<file path="src/hdl/apr_pkg.sv">
// Package for the ATA PIO request sequencer: widths, codes, actions and state types.
// No dependencies.
package apr_pkg;

   localparam int QUEUE_DEPTH_DEF = 8;
   localparam int BURST_MAX_DEF   = 256;

   localparam int LBA_W   = 28;
   localparam int COUNT_W = 29;
   localparam int TAG_W   = 8;
   localparam int CSR_W   = 29;
   localparam int CSR_IDX_W = 1;

   localparam logic [CSR_IDX_W-1:0] CSR_DRIVE_IS_SLAVE = 1'd0;
   localparam logic [CSR_IDX_W-1:0] CSR_CAPACITY       = 1'd1;

   localparam logic [2:0] ACT_REG = 3'd0;
   localparam logic [2:0] ACT_RD  = 3'd1;
   localparam logic [2:0] ACT_WR  = 3'd2;
   localparam logic [2:0] ACT_REP = 3'd3;
   localparam logic [2:0] ACT_NC  = 3'd4;

   localparam logic [2:0] RC_DONE   = 3'd0;
   localparam logic [2:0] RC_IOERR  = 3'd1;
   localparam logic [2:0] RC_RANGE  = 3'd2;
   localparam logic [2:0] RC_UNSUP  = 3'd3;
   localparam logic [2:0] RC_FULL   = 3'd4;

   localparam logic [2:0] TF_NONE   = 3'd0;
   localparam logic [2:0] TF_COUNT  = 3'd2;
   localparam logic [2:0] TF_SECTOR = 3'd3;
   localparam logic [2:0] TF_CYL_LO = 3'd4;
   localparam logic [2:0] TF_CYL_HI = 3'd5;
   localparam logic [2:0] TF_DRVHD  = 3'd6;
   localparam logic [2:0] TF_CMD    = 3'd7;

   localparam logic [7:0] DH_BASE  = 8'hE0;
   localparam logic [7:0] DH_SLAVE = 8'h10;
   localparam logic [7:0] CMD_RD   = 8'h20;
   localparam logic [7:0] CMD_WR   = 8'h30;
   localparam int ST_BSY = 7;
   localparam int ST_DRQ = 3;
   localparam int ST_ERR = 0;

   typedef struct packed {
      logic              operation;
      logic [1:0]        req_kind;
      logic [LBA_W-1:0]  req_lba;
      logic [COUNT_W-1:0] req_count;
      logic [TAG_W-1:0]  req_tag;
      logic [7:0]        drive_status;
   } req_type;

   typedef struct packed {
      logic [2:0]       action;
      logic [2:0]       reg_addr;
      logic [7:0]       reg_value;
      logic [TAG_W-1:0] out_tag;
      logic [LBA_W-1:0] sector_index;
      logic [2:0]       result_code;
      logic             last;
   } rsp_type;

   typedef enum logic [3:0] {
      ST_IDLE, ST_RDWAIT, ST_DECIDE, ST_BURST, ST_ENDREQ, ST_ENDRD, ST_EMIT
   } state_type;

endpackage

</file>
<file path="src/hdl/apr_stream_if.sv">
// Valid/ready channel carrying one payload type per beat.
// Depends on apr_pkg only through the type handed in.
interface apr_stream_if #(parameter type payload_type = logic) ();
   logic        valid;
   logic        ready;
   payload_type payload;
   modport source (output valid, output payload, input ready);
   modport sink   (input valid, input payload, output ready);
endinterface

</file>
<file path="src/hdl/apr_queue_mem.sv">
// Request queue storage: one synchronous memory, one write and one read port.
// Depends on apr_pkg.
module apr_queue_mem #(
   parameter int QUEUE_DEPTH = apr_pkg::QUEUE_DEPTH_DEF,
   localparam int AW = (QUEUE_DEPTH > 1) ? $clog2(QUEUE_DEPTH) : 1,
   localparam int DW = apr_pkg::LBA_W + apr_pkg::COUNT_W + 1 + apr_pkg::TAG_W
) (
   input  logic          clock,
   input  logic          wr_en,
   input  logic [AW-1:0] wr_addr,
   input  logic [DW-1:0] wr_data,
   input  logic [AW-1:0] rd_addr,
   output logic [DW-1:0] rd_data
);
   logic [DW-1:0] mem [QUEUE_DEPTH];

   always_ff @(posedge clock) begin
      if (wr_en) begin
         mem[wr_addr] <= wr_data;
      end
      rd_data <= mem[rd_addr];
   end
endmodule

</file>
<file path="src/hdl/apr_out_fifo.sv">
// Small result buffer that decouples the sequencer from the result channel.
// Depends on apr_pkg.
module apr_out_fifo (
   input  logic              clock,
   input  logic              reset,
   input  logic              push,
   input  apr_pkg::rsp_type  push_data,
   output logic              can_push,
   output logic              empty,
   apr_stream_if.source      rsp
);
   apr_pkg::rsp_type buf_ff [2];
   logic [1:0] cnt_ff, cnt_in;
   logic rd_ff, wr_ff;
   logic pop;

   assign pop      = rsp.valid && rsp.ready;
   assign rsp.valid = (cnt_ff != 2'd0);
   assign rsp.payload = buf_ff[rd_ff];
   assign can_push = (cnt_ff != 2'd2);
   assign empty    = (cnt_ff == 2'd0);
   assign cnt_in   = cnt_ff + {1'b0, push} - {1'b0, pop};

   always_ff @(posedge clock) begin
      if (reset) begin
         cnt_ff <= '0;
         rd_ff  <= 1'b0;
         wr_ff  <= 1'b0;
      end else begin
         cnt_ff <= cnt_in;
         if (pop) rd_ff <= ~rd_ff;
         if (push) wr_ff <= ~wr_ff;
      end
      if (push) buf_ff[wr_ff] <= push_data;
   end

   assert property (@(posedge clock) disable iff (reset) !(push && cnt_ff == 2'd2))
      else $error("result buffer overflow");
endmodule

</file>
<file path="src/hdl/ata_pio_request_sequencer_top.sv">
// ATA PIO LBA28 request sequencer, top level.
// Throughput: at most one result beat per cycle; an input holds the block through the queue
// read, the serial emission and the draining of the result buffer; a request queued behind
// others goes straight back to idle.
// Reset (synchronous, active high) empties the queue and clears progress and config.
module ata_pio_request_sequencer_top #(
   parameter int QUEUE_DEPTH = apr_pkg::QUEUE_DEPTH_DEF,
   parameter int BURST_MAX   = apr_pkg::BURST_MAX_DEF
) (
   input  logic clock,
   input  logic reset,
   apr_stream_if.sink   req_if,
   apr_stream_if.source rsp_if,
   input  logic                          csr_we,
   input  logic [apr_pkg::CSR_IDX_W-1:0] csr_index,
   input  logic [apr_pkg::CSR_W-1:0]     csr_wdata
);
   localparam int AW = (QUEUE_DEPTH > 1) ? $clog2(QUEUE_DEPTH) : 1;
   localparam int FW = $clog2(QUEUE_DEPTH + 1);
   localparam int DW = apr_pkg::LBA_W + apr_pkg::COUNT_W + 1 + apr_pkg::TAG_W;
   localparam int BW = $clog2(BURST_MAX + 1);
   localparam logic [FW-1:0] DEPTH_C = FW'(QUEUE_DEPTH);
   localparam logic [BW-1:0] BMAX_C  = BW'(BURST_MAX);

   // Configuration registers.
   logic                        slave_ff;
   logic [apr_pkg::COUNT_W-1:0] cap_ff;

   // Control state.
   apr_pkg::state_type state_ff, state_in;
   logic [AW-1:0] head_ff, head_in;
   logic [FW-1:0] fill_ff, fill_in;
   logic [apr_pkg::COUNT_W-1:0] prog_ff, prog_in;
   logic [BW-1:0] brem_ff, brem_in;
   apr_pkg::req_type in_ff, in_in;

   // Results of one input are built in a small script, then streamed out.
   apr_pkg::rsp_type scr_ff [12];
   apr_pkg::rsp_type scr_in [12];
   logic [3:0] scnt_ff, scnt_in, sptr_ff, sptr_in;

   // Head entry as read from the memory.
   logic [DW-1:0] rd_data;
   logic [AW-1:0] rd_addr;
   logic          wr_en;
   logic [AW-1:0] wr_addr;
   logic [DW-1:0] wr_data;
   logic [apr_pkg::LBA_W-1:0]   h_lba;
   logic [apr_pkg::COUNT_W-1:0] h_cnt;
   logic                        h_wr;
   logic [apr_pkg::TAG_W-1:0]   h_tag;
   logic [7:0] dh;

   logic push, can_push, fifo_empty;
   apr_pkg::rsp_type push_data;

   assign {h_lba, h_cnt, h_wr, h_tag} = rd_data;
   assign dh = apr_pkg::DH_BASE | (slave_ff ? apr_pkg::DH_SLAVE : 8'h00);
   // A new beat is taken only once the previous input has fully left the block.
   assign req_if.ready = (state_ff == apr_pkg::ST_IDLE) && fifo_empty;

   apr_queue_mem #(.QUEUE_DEPTH(QUEUE_DEPTH)) u_mem (
      .clock, .wr_en, .wr_addr, .wr_data, .rd_addr, .rd_data
   );

   apr_out_fifo u_fifo (
      .clock, .reset, .push, .push_data, .can_push, .empty(fifo_empty), .rsp(rsp_if)
   );

   always_ff @(posedge clock) begin
      if (reset) begin
         slave_ff <= 1'b0;
         cap_ff   <= '0;
      end else if (csr_we) begin
         unique case (csr_index)
            apr_pkg::CSR_DRIVE_IS_SLAVE: slave_ff <= csr_wdata[0];
            apr_pkg::CSR_CAPACITY:       cap_ff   <= csr_wdata;
            default: ;
         endcase
      end
   end

   always_ff @(posedge clock) begin
      if (reset) begin
         state_ff <= apr_pkg::ST_IDLE;
         head_ff  <= '0;
         fill_ff  <= '0;
         prog_ff  <= '0;
         brem_ff  <= '0;
         scnt_ff  <= '0;
         sptr_ff  <= '0;
      end else begin
         state_ff <= state_in;
         head_ff  <= head_in;
         fill_ff  <= fill_in;
         prog_ff  <= prog_in;
         brem_ff  <= brem_in;
         scnt_ff  <= scnt_in;
         sptr_ff  <= sptr_in;
      end
      in_ff  <= in_in;
      scr_ff <= scr_in;
   end

   // Helper to build a result item.
   function automatic apr_pkg::rsp_type mk(input logic [2:0] act, input logic [2:0] ad,
         input logic [7:0] v, input logic [7:0] t, input logic [27:0] s, input logic [2:0] c);
      apr_pkg::rsp_type r;
      r.action = act; r.reg_addr = ad; r.reg_value = v; r.out_tag = t;
      r.sector_index = s; r.result_code = c; r.last = 1'b0;
      return r;
   endfunction

   logic [apr_pkg::COUNT_W:0]   sum_w;
   logic [apr_pkg::COUNT_W-1:0] rem_w;
   logic [BW-1:0]               burst_w;
   logic [apr_pkg::LBA_W-1:0]   lba_w;
   logic [apr_pkg::COUNT_W-1:0] prog_nx;
   logic [FW:0]                 slot_sum;
   logic [AW-1:0]               slot_w;
   logic [AW-1:0]               head_nx;

   always_comb begin
      state_in = state_ff;
      head_in  = head_ff;
      fill_in  = fill_ff;
      prog_in  = prog_ff;
      brem_in  = brem_ff;
      scnt_in  = scnt_ff;
      sptr_in  = sptr_ff;
      in_in    = in_ff;
      scr_in   = scr_ff;
      rd_addr  = head_ff;
      wr_en    = 1'b0;
      wr_addr  = '0;
      wr_data  = '0;
      push     = 1'b0;
      push_data = scr_ff[sptr_ff];
      sum_w   = {1'b0, req_if.payload.req_count} +
                (apr_pkg::COUNT_W+1)'(req_if.payload.req_lba);
      rem_w   = (h_cnt > prog_ff) ? h_cnt - prog_ff : '0;
      burst_w = (rem_w > apr_pkg::COUNT_W'(BURST_MAX)) ? BMAX_C : BW'(rem_w);
      lba_w   = h_lba + prog_ff[apr_pkg::LBA_W-1:0];
      prog_nx = prog_ff + 1'b1;
      // Head and fill are both below or at the depth, so one subtraction wraps the slot.
      slot_sum = (FW+1)'(head_ff) + (FW+1)'(fill_ff);
      slot_w   = (slot_sum >= (FW+1)'(QUEUE_DEPTH)) ? AW'(slot_sum - (FW+1)'(QUEUE_DEPTH))
                                                     : AW'(slot_sum);
      head_nx  = (head_ff == AW'(QUEUE_DEPTH - 1)) ? '0 : head_ff + 1'b1;

      unique case (state_ff)
         apr_pkg::ST_IDLE: begin
            scnt_in = '0;
            sptr_in = '0;
            if (req_if.valid && req_if.ready) begin
               in_in = req_if.payload;
               if (req_if.payload.operation) begin
                  if (fill_ff == '0) begin
                     scr_in[0] = mk(apr_pkg::ACT_NC, apr_pkg::TF_NONE, 8'd0, 8'd0, '0,
                                    apr_pkg::RC_DONE);
                     scnt_in = 4'd1;
                     state_in = apr_pkg::ST_EMIT;
                  end else begin
                     state_in = apr_pkg::ST_RDWAIT;
                  end
               end else begin
                  state_in = apr_pkg::ST_EMIT;
                  scnt_in  = 4'd1;
                  if (sum_w > {1'b0, cap_ff})
                     scr_in[0] = mk(apr_pkg::ACT_REP, apr_pkg::TF_NONE, 8'd0,
                                    req_if.payload.req_tag, '0, apr_pkg::RC_RANGE);
                  else if (req_if.payload.req_kind[1])
                     scr_in[0] = mk(apr_pkg::ACT_REP, apr_pkg::TF_NONE, 8'd0,
                                    req_if.payload.req_tag, '0, apr_pkg::RC_UNSUP);
                  else if (fill_ff >= DEPTH_C)
                     scr_in[0] = mk(apr_pkg::ACT_REP, apr_pkg::TF_NONE, 8'd0,
                                    req_if.payload.req_tag, '0, apr_pkg::RC_FULL);
                  else if (req_if.payload.req_count == '0)
                     scr_in[0] = mk(apr_pkg::ACT_REP, apr_pkg::TF_NONE, 8'd0,
                                    req_if.payload.req_tag, '0, apr_pkg::RC_DONE);
                  else begin
                     wr_en   = 1'b1;
                     wr_addr = slot_w;
                     wr_data = {req_if.payload.req_lba, req_if.payload.req_count,
                                req_if.payload.req_kind[0], req_if.payload.req_tag};
                     fill_in = fill_ff + 1'b1;
                     scnt_in = '0;
                     if (fill_ff == '0) begin
                        prog_in  = '0;
                        state_in = apr_pkg::ST_RDWAIT;
                     end else begin
                        state_in = apr_pkg::ST_IDLE;
                     end
                  end
               end
            end
         end
         // The head entry (possibly written last cycle) is being read; its data is
         // available from the next cycle on.
         apr_pkg::ST_RDWAIT: begin
            state_in = in_ff.operation ? apr_pkg::ST_DECIDE : apr_pkg::ST_BURST;
         end
         apr_pkg::ST_DECIDE: begin
            scr_in[0] = mk(apr_pkg::ACT_REG, apr_pkg::TF_DRVHD, dh, h_tag, '0,
                           apr_pkg::RC_DONE);
            if (h_wr ? in_ff.drive_status[apr_pkg::ST_BSY]
                     : !(in_ff.drive_status[apr_pkg::ST_ERR] ||
                         in_ff.drive_status[apr_pkg::ST_DRQ])) begin
               scr_in[1] = mk(apr_pkg::ACT_NC, apr_pkg::TF_NONE, 8'd0, h_tag, '0,
                              apr_pkg::RC_DONE);
               scnt_in  = 4'd2;
               state_in = apr_pkg::ST_EMIT;
            end else if (in_ff.drive_status[apr_pkg::ST_ERR]) begin
               scr_in[1] = mk(apr_pkg::ACT_REP, apr_pkg::TF_NONE, 8'd0, h_tag,
                              prog_ff[apr_pkg::LBA_W-1:0], apr_pkg::RC_IOERR);
               scnt_in  = 4'd2;
               state_in = apr_pkg::ST_ENDREQ;
            end else begin
               scnt_in = 4'd1;
               if (!h_wr) begin
                  scr_in[1] = mk(apr_pkg::ACT_RD, apr_pkg::TF_NONE, 8'd0, h_tag,
                                 prog_ff[apr_pkg::LBA_W-1:0], apr_pkg::RC_DONE);
                  scnt_in = 4'd2;
               end
               scr_in[scnt_in] = mk(apr_pkg::ACT_REP, apr_pkg::TF_NONE, 8'd0, h_tag,
                                    prog_ff[apr_pkg::LBA_W-1:0], apr_pkg::RC_DONE);
               scnt_in = scnt_in + 1'b1;
               prog_in = prog_nx;
               if (brem_ff != '0) brem_in = brem_ff - 1'b1;
               if (prog_nx >= h_cnt) begin
                  state_in = apr_pkg::ST_ENDREQ;
               end else if (brem_in != '0) begin
                  if (h_wr) begin
                     scr_in[scnt_in] = mk(apr_pkg::ACT_WR, apr_pkg::TF_NONE, 8'd0, h_tag,
                                          prog_nx[apr_pkg::LBA_W-1:0], apr_pkg::RC_DONE);
                     scnt_in = scnt_in + 1'b1;
                  end
                  state_in = apr_pkg::ST_EMIT;
               end else begin
                  state_in = apr_pkg::ST_BURST;
               end
            end
         end
         apr_pkg::ST_ENDREQ: begin
            head_in = head_nx;
            if (fill_ff != '0) fill_in = fill_ff - 1'b1;
            prog_in = '0;
            brem_in = '0;
            if (fill_in != '0) begin
               state_in = apr_pkg::ST_ENDRD;
            end else begin
               scr_in[scnt_ff] = mk(apr_pkg::ACT_REG, apr_pkg::TF_DRVHD,
                                    (dh ^ apr_pkg::DH_SLAVE) & apr_pkg::DH_SLAVE, h_tag, '0,
                                    apr_pkg::RC_DONE);
               scnt_in  = scnt_ff + 1'b1;
               state_in = apr_pkg::ST_EMIT;
            end
         end
         apr_pkg::ST_ENDRD: begin
            state_in = apr_pkg::ST_BURST;
         end
         apr_pkg::ST_BURST: begin
            brem_in = burst_w;
            scr_in[scnt_ff] = mk(apr_pkg::ACT_REG, apr_pkg::TF_DRVHD,
                                 dh | {4'd0, lba_w[27:24]}, h_tag, '0, apr_pkg::RC_DONE);
            scr_in[scnt_ff+4'd1] = mk(apr_pkg::ACT_REG, apr_pkg::TF_CYL_HI, lba_w[23:16],
                                      h_tag, '0, apr_pkg::RC_DONE);
            scr_in[scnt_ff+4'd2] = mk(apr_pkg::ACT_REG, apr_pkg::TF_CYL_LO, lba_w[15:8],
                                      h_tag, '0, apr_pkg::RC_DONE);
            scr_in[scnt_ff+4'd3] = mk(apr_pkg::ACT_REG, apr_pkg::TF_SECTOR, lba_w[7:0],
                                      h_tag, '0, apr_pkg::RC_DONE);
            scr_in[scnt_ff+4'd4] = mk(apr_pkg::ACT_REG, apr_pkg::TF_COUNT,
                                      8'(burst_w), h_tag, '0, apr_pkg::RC_DONE);
            scr_in[scnt_ff+4'd5] = mk(apr_pkg::ACT_REG, apr_pkg::TF_CMD,
                                      h_wr ? apr_pkg::CMD_WR : apr_pkg::CMD_RD, h_tag, '0,
                                      apr_pkg::RC_DONE);
            scnt_in = scnt_ff + 4'd6;
            if (h_wr) begin
               scr_in[scnt_ff+4'd6] = mk(apr_pkg::ACT_WR, apr_pkg::TF_NONE, 8'd0, h_tag,
                                         prog_ff[apr_pkg::LBA_W-1:0], apr_pkg::RC_DONE);
               scnt_in = scnt_ff + 4'd7;
            end
            state_in = apr_pkg::ST_EMIT;
         end
         apr_pkg::ST_EMIT: begin
            push_data = scr_ff[sptr_ff];
            push_data.last = (sptr_ff + 1'b1 == scnt_ff);
            if (can_push) begin
               push    = 1'b1;
               sptr_in = sptr_ff + 1'b1;
               if (sptr_ff + 1'b1 == scnt_ff) state_in = apr_pkg::ST_IDLE;
            end
         end
         default: state_in = apr_pkg::ST_IDLE;
      endcase
   end

   assert property (@(posedge clock) disable iff (reset) fill_ff <= DEPTH_C)
      else $error("queue fill beyond depth");
   assert property (@(posedge clock) disable iff (reset)
      (state_ff == apr_pkg::ST_EMIT) |-> (scnt_ff != '0 && sptr_ff < scnt_ff))
      else $error("emission pointer out of range");
   assert property (@(posedge clock) disable iff (reset)
      push |-> (state_ff == apr_pkg::ST_EMIT))
      else $error("result pushed outside emission");
   assert property (@(posedge clock) disable iff (reset) brem_ff <= BMAX_C)
      else $error("burst count beyond maximum");
endmodule

</file>
<file path="src/flat_wrapper.sv">
// flat-port wrapper written by rule: the top's interface ports become plain ports
module ata_pio_request_sequencer_top_flat 
#(
   parameter int QUEUE_DEPTH = apr_pkg::QUEUE_DEPTH_DEF,
   parameter int BURST_MAX   = apr_pkg::BURST_MAX_DEF
)
  (clock, reset, csr_we, csr_index, csr_wdata, req_if_valid, req_if_payload, req_if_ready, rsp_if_valid, rsp_if_payload, rsp_if_ready);
  apr_stream_if #(.payload_type(apr_pkg::req_type)) req_if_i ();
  apr_stream_if #(.payload_type(apr_pkg::rsp_type)) rsp_if_i ();
  input  logic clock;
  input  logic reset;
  input  logic csr_we;
  input  logic [apr_pkg::CSR_IDX_W-1:0] csr_index;
  input  logic [apr_pkg::CSR_W-1:0] csr_wdata;
  input wire logic [$bits(req_if_i.valid)-1:0] req_if_valid;
  input wire logic [$bits(req_if_i.payload)-1:0] req_if_payload;
  output wire logic [$bits(req_if_i.ready)-1:0] req_if_ready;
  output wire logic [$bits(rsp_if_i.valid)-1:0] rsp_if_valid;
  output wire logic [$bits(rsp_if_i.payload)-1:0] rsp_if_payload;
  input wire logic [$bits(rsp_if_i.ready)-1:0] rsp_if_ready;
  assign req_if_i.valid = req_if_valid;
  assign req_if_i.payload = req_if_payload;
  assign req_if_ready = req_if_i.ready;
  assign rsp_if_valid = rsp_if_i.valid;
  assign rsp_if_payload = rsp_if_i.payload;
  assign rsp_if_i.ready = rsp_if_ready;
  ata_pio_request_sequencer_top #(.QUEUE_DEPTH(QUEUE_DEPTH), .BURST_MAX(BURST_MAX)) u_core (.clock(clock), .reset(reset), .req_if(req_if_i), .rsp_if(rsp_if_i), .csr_we(csr_we), .csr_index(csr_index), .csr_wdata(csr_wdata));
endmodule
</file>
<file path="config.mk">
export PLATFORM = sky130hd
export DESIGN_NAME = ata_pio_request_sequencer_top_flat
export DESIGN_NICKNAME = d
export VERILOG_FILES = /design/src/hdl/apr_pkg.sv /design/src/hdl/apr_stream_if.sv /design/src/hdl/apr_queue_mem.sv /design/src/hdl/apr_out_fifo.sv /design/src/hdl/ata_pio_request_sequencer_top.sv /design/src/flat_wrapper.sv
export SDC_FILE = /design/constraint.sdc
export NUM_CORES = 2
export LEC_CHECK = 0
export BUFFER_PORTS_ARGS = -buffer_cell sky130_fd_sc_hd__buf_2
export CORE_MARGIN = 2
export CORE_UTILIZATION = 55
export CTS_BUF_LIST = sky130_fd_sc_hd__clkbuf_16
export CTS_CLUSTER_DIAMETER = 80
export DETAILED_ROUTE_END_ITERATION = 12
export PLACE_DENSITY_LB_ADDON = 0.1
export SETUP_SLACK_MARGIN = 0.05
export SYNTH_ARGS = -nofsm -noshare
export SYNTH_HDL_FRONTEND = slang
export SYNTH_HIERARCHICAL = 1
export SYNTH_SLANG_ARGS = --single-unit
</file>
<file path="constraint.sdc">
create_clock -name clock -period 27.8 [get_ports clock]
set_input_delay 1.39 -clock clock [delete_from_list [all_inputs] [get_ports clock]]
set_output_delay 1.39 -clock clock [all_outputs]
set_load 0.02 [all_outputs]
</file>
## Yosys cells after proc, flatten, opt, wreduce, memory -nomap -nowiden

Memory sizes are Yosys's and may differ from the RTL's. A register that Yosys moved wholly into a read port is not among the register bits.
Cells that the tools add are included.

| cells by class | value |
|---|---|
| add/sub/neg operators | 22 |
| $lt $le $gt $ge | 25 |
| equality and inequality tests | 23 |
| multiplexer cells | 155 |
| bitwise logic cells | 15 |
| reductions and logical operators | 40 |

Operators with widths:

| cell | count |
|---|---|
| $bwmux 648 | 10 |
| $mux 648 | 5 |
| $demux 54 s4 | 9 |
| $pmux 594 s3 | 1 |
| $mux 54 | 26 |
| $mux 540 | 2 |
| $mux 66 | 7 |
| $mux 29 | 10 |
| $bmux 54 s4 | 1 |
| $pmux 54 s4 | 1 |
| $mux 4 | 33 |
| $pmux 29 s3 | 1 |
| $mux 9 | 7 |
| $ge 5x5->1 const B | 10 |
| $not 4->5 | 10 |
| $lt 5x1->1 const B | 9 |
| $mux 3 | 13 |
| $add 29x28->30 | 1 |
| $gt 30x29->1 | 1 |
| $add 29x1->29 const B | 1 |
| $ge 29x29->1 | 1 |
| $gt 29x29->1 | 1 |
| $gt 29x9->1 const B | 1 |
| $logic_not 29->1 | 1 |
| other kinds (47) | 118 |

| word-level totals | value |
|---|---|
| flip-flop bits (word level) | 748 |
| RAM bits | 636 |
| input bits | 111 |
| output and inout bits | 56 |
| logic and storage cells | 380 |
| memories kept | 2 |

Memory list:

| memory | depth | bits a word | read ports | clocked after memory_dff | write ports | line | text |
|---|---|---|---|---|---|---|---|
| u_core.u_mem.mem | 8 | 66 | 1 | 1 | 1 | apr_queue_mem.sv:15 | `logic [DW-1:0] mem [QUEUE_DEPTH];` |
| u_core.u_fifo.buf_ff | 2 | 54 | 1 | 1 | 1 | apr_out_fifo.sv:12 | `apr_pkg::rsp_type buf_ff [2];` |

## Logic depth before layout (Yosys ltp)

| logic depth | value |
|---|---|
| depth in word-level cells | 18 |
| mapped depth | 25 |
| mapped depth without buffers | 23 |

## By module

Netlist, hierarchy kept.

By module, submodules not included:

| module | instances | cells an instance | area an instance (sq um) | sequential area each (sq um) |
|---|---|---|---|---|
| ata_pio_request_sequencer_top | 1 | 5,539 | 51,886.0 | 21,300.4 |
| apr_queue_mem | 1 | 842 | 21,174.1 | 17,176.5 |
| apr_out_fifo | 1 | 192 | 4,350.4 | 3,343.2 |

## Worst setup path before layout

No wires, ideal clock.

| path | value |
|---|---|
| path kind | register to register |
| from | register u_core.state_ff[2] |
| to | register (tool-made name) |
| arrival time | 23,878 ps |
| required time | 26,344 ps |
| slack | 2,466 ps |
| cell stages (with the launch flop) | 7 |
| cells stage by stage | dfxtp_1 inv_1 nor3_1 nor2_1 clkbuf_1 clkbuf_1 a21oi_1 |

RTL lines:

| what | line | text |
|---|---|---|
| start: declaration | ata_pio_request_sequencer_top.sv:30 | `apr_pkg::state_type state_ff, state_in;` |
| start signal: assignment | ata_pio_request_sequencer_top.sv:85 | `state_ff <= apr_pkg::ST_IDLE;` |
| start signal: assignment | ata_pio_request_sequencer_top.sv:93 | `state_ff <= state_in;` |

## Worst setup path in the final report

| path | value |
|---|---|
| from | input port req_if_payload[16] |
| to | memory u_core/u_mem/mem[1][26] (netlist name) (enable) |

| between the ends | value |
|---|---|
| elaborated cells between the ends (all ways) | 19 |
| those cells by class | add/sub (1); order compare (1); mux (16); reduce/logical (1) |

RTL lines:

| what | line | text |
|---|---|---|
| start: declaration | flat_wrapper.sv:16 | `input wire logic [$bits(req_if_i.payload)-1:0] req_if_payload;` |
| parallel branches: the longest is 4 deep, another holds $add 29x28->30 | - |  |
| $mux 3 * | ata_pio_request_sequencer_top.sv:169 | `if (sum_w > {1'b0, cap_ff})` |
| $mux 3 * | ata_pio_request_sequencer_top.sv:157 | `if (req_if.payload.operation) begin` |
| $mux 3 * | ata_pio_request_sequencer_top.sv:155 | `if (req_if.valid && req_if.ready) begin` |
| $mux 3 * | ata_pio_request_sequencer_top.sv:151 | `unique case (state_ff)` |
| via u_core.wr_addr[0] | ata_pio_request_sequencer_top.sv:46 | `logic [AW-1:0] wr_addr;` |
| end: declaration | apr_queue_mem.sv:15 |  |

Mark *: on every way through the listed nets, which the timed path passes.

==> results.md <==
- Clock Skews: between 0.04 and 0.05 ns
- Vias in the first global route: 55700
- Area added between synthesis and finish: 10.1%
- Mean routed wirelength per cell: 30.7 um
- H-tree depth: 4
- Overall via count from detail_route: between 50000 and 60000
- Tmin final: 9.51 ns
- Startpoint type of the worst setup path: input port
- Routability Congestion: roughly 1.0
- Hold bufs inserted after CTS: 0
- Final wirelength: 263000 um
- Hold Vio Cnt, Final: 0
- Final-report max-slew violation count: 0
- Number of instances in the synthesized netlist: 6573
- Worst min path class: flip-flop to flip-flop
- Worst hold slack after final layout: about 0.45 ns
- Fraction of final layout cells with drive strength greater than 1: about 16%
- Core Rows: about 140
- Top_reg_cell synth: sky130_fd_sc_hd__edfxtp_1
- Grt total ovfl: 0
- Number of ports placed on the die boundary: 167
- Cell chosen for the clock root: sky130_fd_sc_hd__clkbuf_16
- Setup repair after global routing missed its margin: no
- Insertion delay of the later-clocked pin in the worst-skew pair: slightly above 0.8 ns
- Violation count after the first detailed-route iteration: 8010
- Iteration count of the initial detailed-routing pass: 13
- DRC violation count after routing: 2
- Starting Density: 55.5%
- Power density normalized to cell area: ~90 nW/um2
- Routed Antenna Nets: 0
- Quantity of gates resized following cts: 0
- Largest driver fanout on the critical path: 38
- Inserted Clock Buffers: between 150 and 200
- Sequential cell area fraction in the yosys report: a little over half
- Clock sink total: around 1400
- Die Outline Area: 144000 um2
- Arrival time of the worst setup path: 9.94 ns
- Clock-pin slew of the registers on the worst-case setup and hold paths: about 0.060 ns
- Remaining max-slew budget at the tightest pin: around 6.7%
- Worst Max-Slew Pin Slew: between 1 and 1.5 ns
- Flops & latches, synth: between 1000 and 1500
- Syn Nets: around 6900
- Placeable Area: ~140000 um2
- Status: complete, but fails checks
- Required time worst endpoint: roughly 28 ns
- Pin count of the biggest net entering global routing: approximately 170
- Endpoint kind of the worst setup timing path: flip-flop
- Worst reg2reg path startpoint: u_core/prog_ff[1]$_SDFFE_PP0P_
- Initial antenna violation count: 8
- First-pass GRT wire length: ~380000 um
- Critical path type: input port to flip-flop
- Worst ir drop on vdd: between 60 and 70 uV
- Launch point of the worst path: req_if_payload[16]
- Maximum frequency from static timing analysis: 0.105 GHz
- HP Start: u_core/cap_ff[21]$_SDFFE_PP0P_
- Total negative setup slack: 0 ns
- Number of flops mapped to enable cells by yosys: between 1000 and 1500
- Cell variety after synth: 100
- Filler instances: roughly 11000
- Count of input and output buffers: approximately 160
- Maximum clock insertion buffer count: 3
- Leakage power figure: ~29 nW
- Violated checks: design-rule violations
- Setup Viol. Count Final: 0
- Warnings from Yosys: 6
- Via density per instance: around 7
- GR Util All Layers: 36.3%
- Synth Cell Area: ~77000 um2
- Number of setup buffers added after CTS: 0
- Count of max-cap constraint violations: 0
- Detailed placement HPWL: about 180000 um
- Number of nets in the layout: between 6000 and 7000
- Asr flop ratio synth: 0%
- Post-route fraction of the period consumed by the critical path: approximately 34%
- Die Ht: approximately 380 um
- Clock tree from TritonCTS: done
- Post-Syn Area per Cell: 11.8 um2
- Overall die width: about 380 um
[Yosys cell counts (all sizes together), types with 35 or more instances]
library cell | number | share of area, %
nor2b | 57 | 0.46
and3 | 58 | 0.47
o211ai | 85 | 0.89
xnor2 | 72 | 0.81
a31oi | 64 | 0.52
ha | 164 | 2.7
edfxtp | 1288 | 50
a21o | 54 | 0.53
buf | 96 | 0.72
o31ai | 35 | 0.34
nand4 | 37 | 0.30
o221ai | 44 | 0.50
a21oi | 367 | 2.4
mux2 | 139 | 2.3
nand2 | 702 | 3.4
clkbuf | 383 | 1.9
mux4 | 294 | 8.6
a211oi | 39 | 0.42
o22ai | 43 | 0.35
nor2 | 340 | 1.6
nor4 | 37 | 0.33
o21ai | 698 | 4.5
inv | 133 | 0.64
a22o | 131 | 1.5
nand3 | 127 | 0.85
nor3 | 100 | 0.65
a22oi | 82 | 0.80
and2 | 215 | 1.7
mux2i | 65 | 0.84
dfxtp | 157 | 4.1
a221o | 40 | 0.52
[final timing paths]
path	to	slack (ns)	depth (start not counted)
worst max-delay path	u_core/u_mem/mem[1][26]$_DFFE_PP_	18.29	25
worst min-delay path	u_core/cap_ff[21]$_SDFFE_PP0P_	0.45	2
worst min register to register	u_core/cap_ff[21]$_SDFFE_PP0P_	0.45	2
worst max register to register	u_core/scr_ff[634]$_DFFE_PP_	20.63	12
[through the flow]
step / area [um2] / power, W / util, % / cells / worst slack (ns)
finish: 85200 / 0.00766 / 61.1 / 8579 / 18.29
global route: 85200 / 0.00791 / 61.1 / 8574 / 18.03
CTS: 85200 / 0.00758 / 61.1 / 8574 / 18.37
detailed placement: 80200 / 0.00554 / 57.5 / 8287 / 17.51
global placement: 80200 / 0.00550 / 57.5 / 8287 / 17.54
floorplan: 77400 / 0.00484 / - / 6573 / 2.47
[power breakdown]
group          internal (W)  switching [W]  leakage (nW)
clock               0.00115       0.000902          2.58
combinational      0.000803        0.00156          12.9
sequential          0.00292       0.000320          13.7
[critical path, stage by stage]
cell	delay [ns]
sky130_fd_sc_hd__buf_2	0.12
sky130_fd_sc_hd__ha_1	0.23
sky130_fd_sc_hd__inv_1	0.08
sky130_fd_sc_hd__fa_1	0.21
sky130_fd_sc_hd__nor2b_1	0.08
sky130_fd_sc_hd__o31ai_1	0.41
sky130_fd_sc_hd__a21boi_0	0.21
sky130_fd_sc_hd__o21ai_0	0.73
sky130_fd_sc_hd__a31oi_1	0.25
sky130_fd_sc_hd__o211ai_1	0.34
sky130_fd_sc_hd__nand3_1	0.17
sky130_fd_sc_hd__a31oi_1	0.23
sky130_fd_sc_hd__xnor2_1	0.10
sky130_fd_sc_hd__ha_1	0.29
sky130_fd_sc_hd__nand4_1	0.12
sky130_fd_sc_hd__or4_1	0.62
sky130_fd_sc_hd__or2_2	0.37
sky130_fd_sc_hd__nor4_1	0.64
sky130_fd_sc_hd__o21ai_0	0.19
sky130_fd_sc_hd__o21a_1	0.26
sky130_fd_sc_hd__nor4_4	0.67
sky130_fd_sc_hd__and2_1	0.33
sky130_fd_sc_hd__nand2b_1	0.18
sky130_fd_sc_hd__nor2_4	0.94
sky130_fd_sc_hd__buf_4	0.68
[layout make-up]
cell class	instances	area (um2)	area share [%]
diodes	5	12.5	0.0147
clock buffers	157	3930	4.61
clock inverters	130	1080	1.27
inverters	145	544	0.639
multi-input cells	4504	33400	39.2
flip-flops and latches	1445	41900	49.1
well taps	1876	2350	2.75
repair buffers	317	2030	2.38
[kinds of logic after synthesis]
group	count (synthesis)	share of synthesized area, %
DFF	1445	54.0
and+or+nand+nor	1821	11.2
muxes	498	11.7
adders and majority gates	168	2.75
AOI/OAI and AO/OA	1915	15.9
xor gates and xnor gates	102	1.17
buffers and inverters	624	3.29
[placed cells by master (no fill, tap or decap), drive strengths merged, types with 100 or more instances in the layout]
master	Yosys	routed
and2	215	215
nand3	127	127
edfxtp	1288	1288
nand2	702	702
nor2	340	340
dfxtp	157	157
clkbuf	383	157
nor3	100	100
mux4	294	294
inv	133	182
a21oi	367	367
mux2	139	139
a22o	131	131
o21ai	698	698
buf	96	317
ha	164	164
[per-layer routing]
metal,track usage (%),part of all wire [%],vias up
li1,-,-,25400
met1,49.2,38,29400
met2,54.4,44,3937
met3,9.79,12,701
met4,17.1,5.3,10
met5,0,0.026,-
Power figures use the tool's default switching activity.
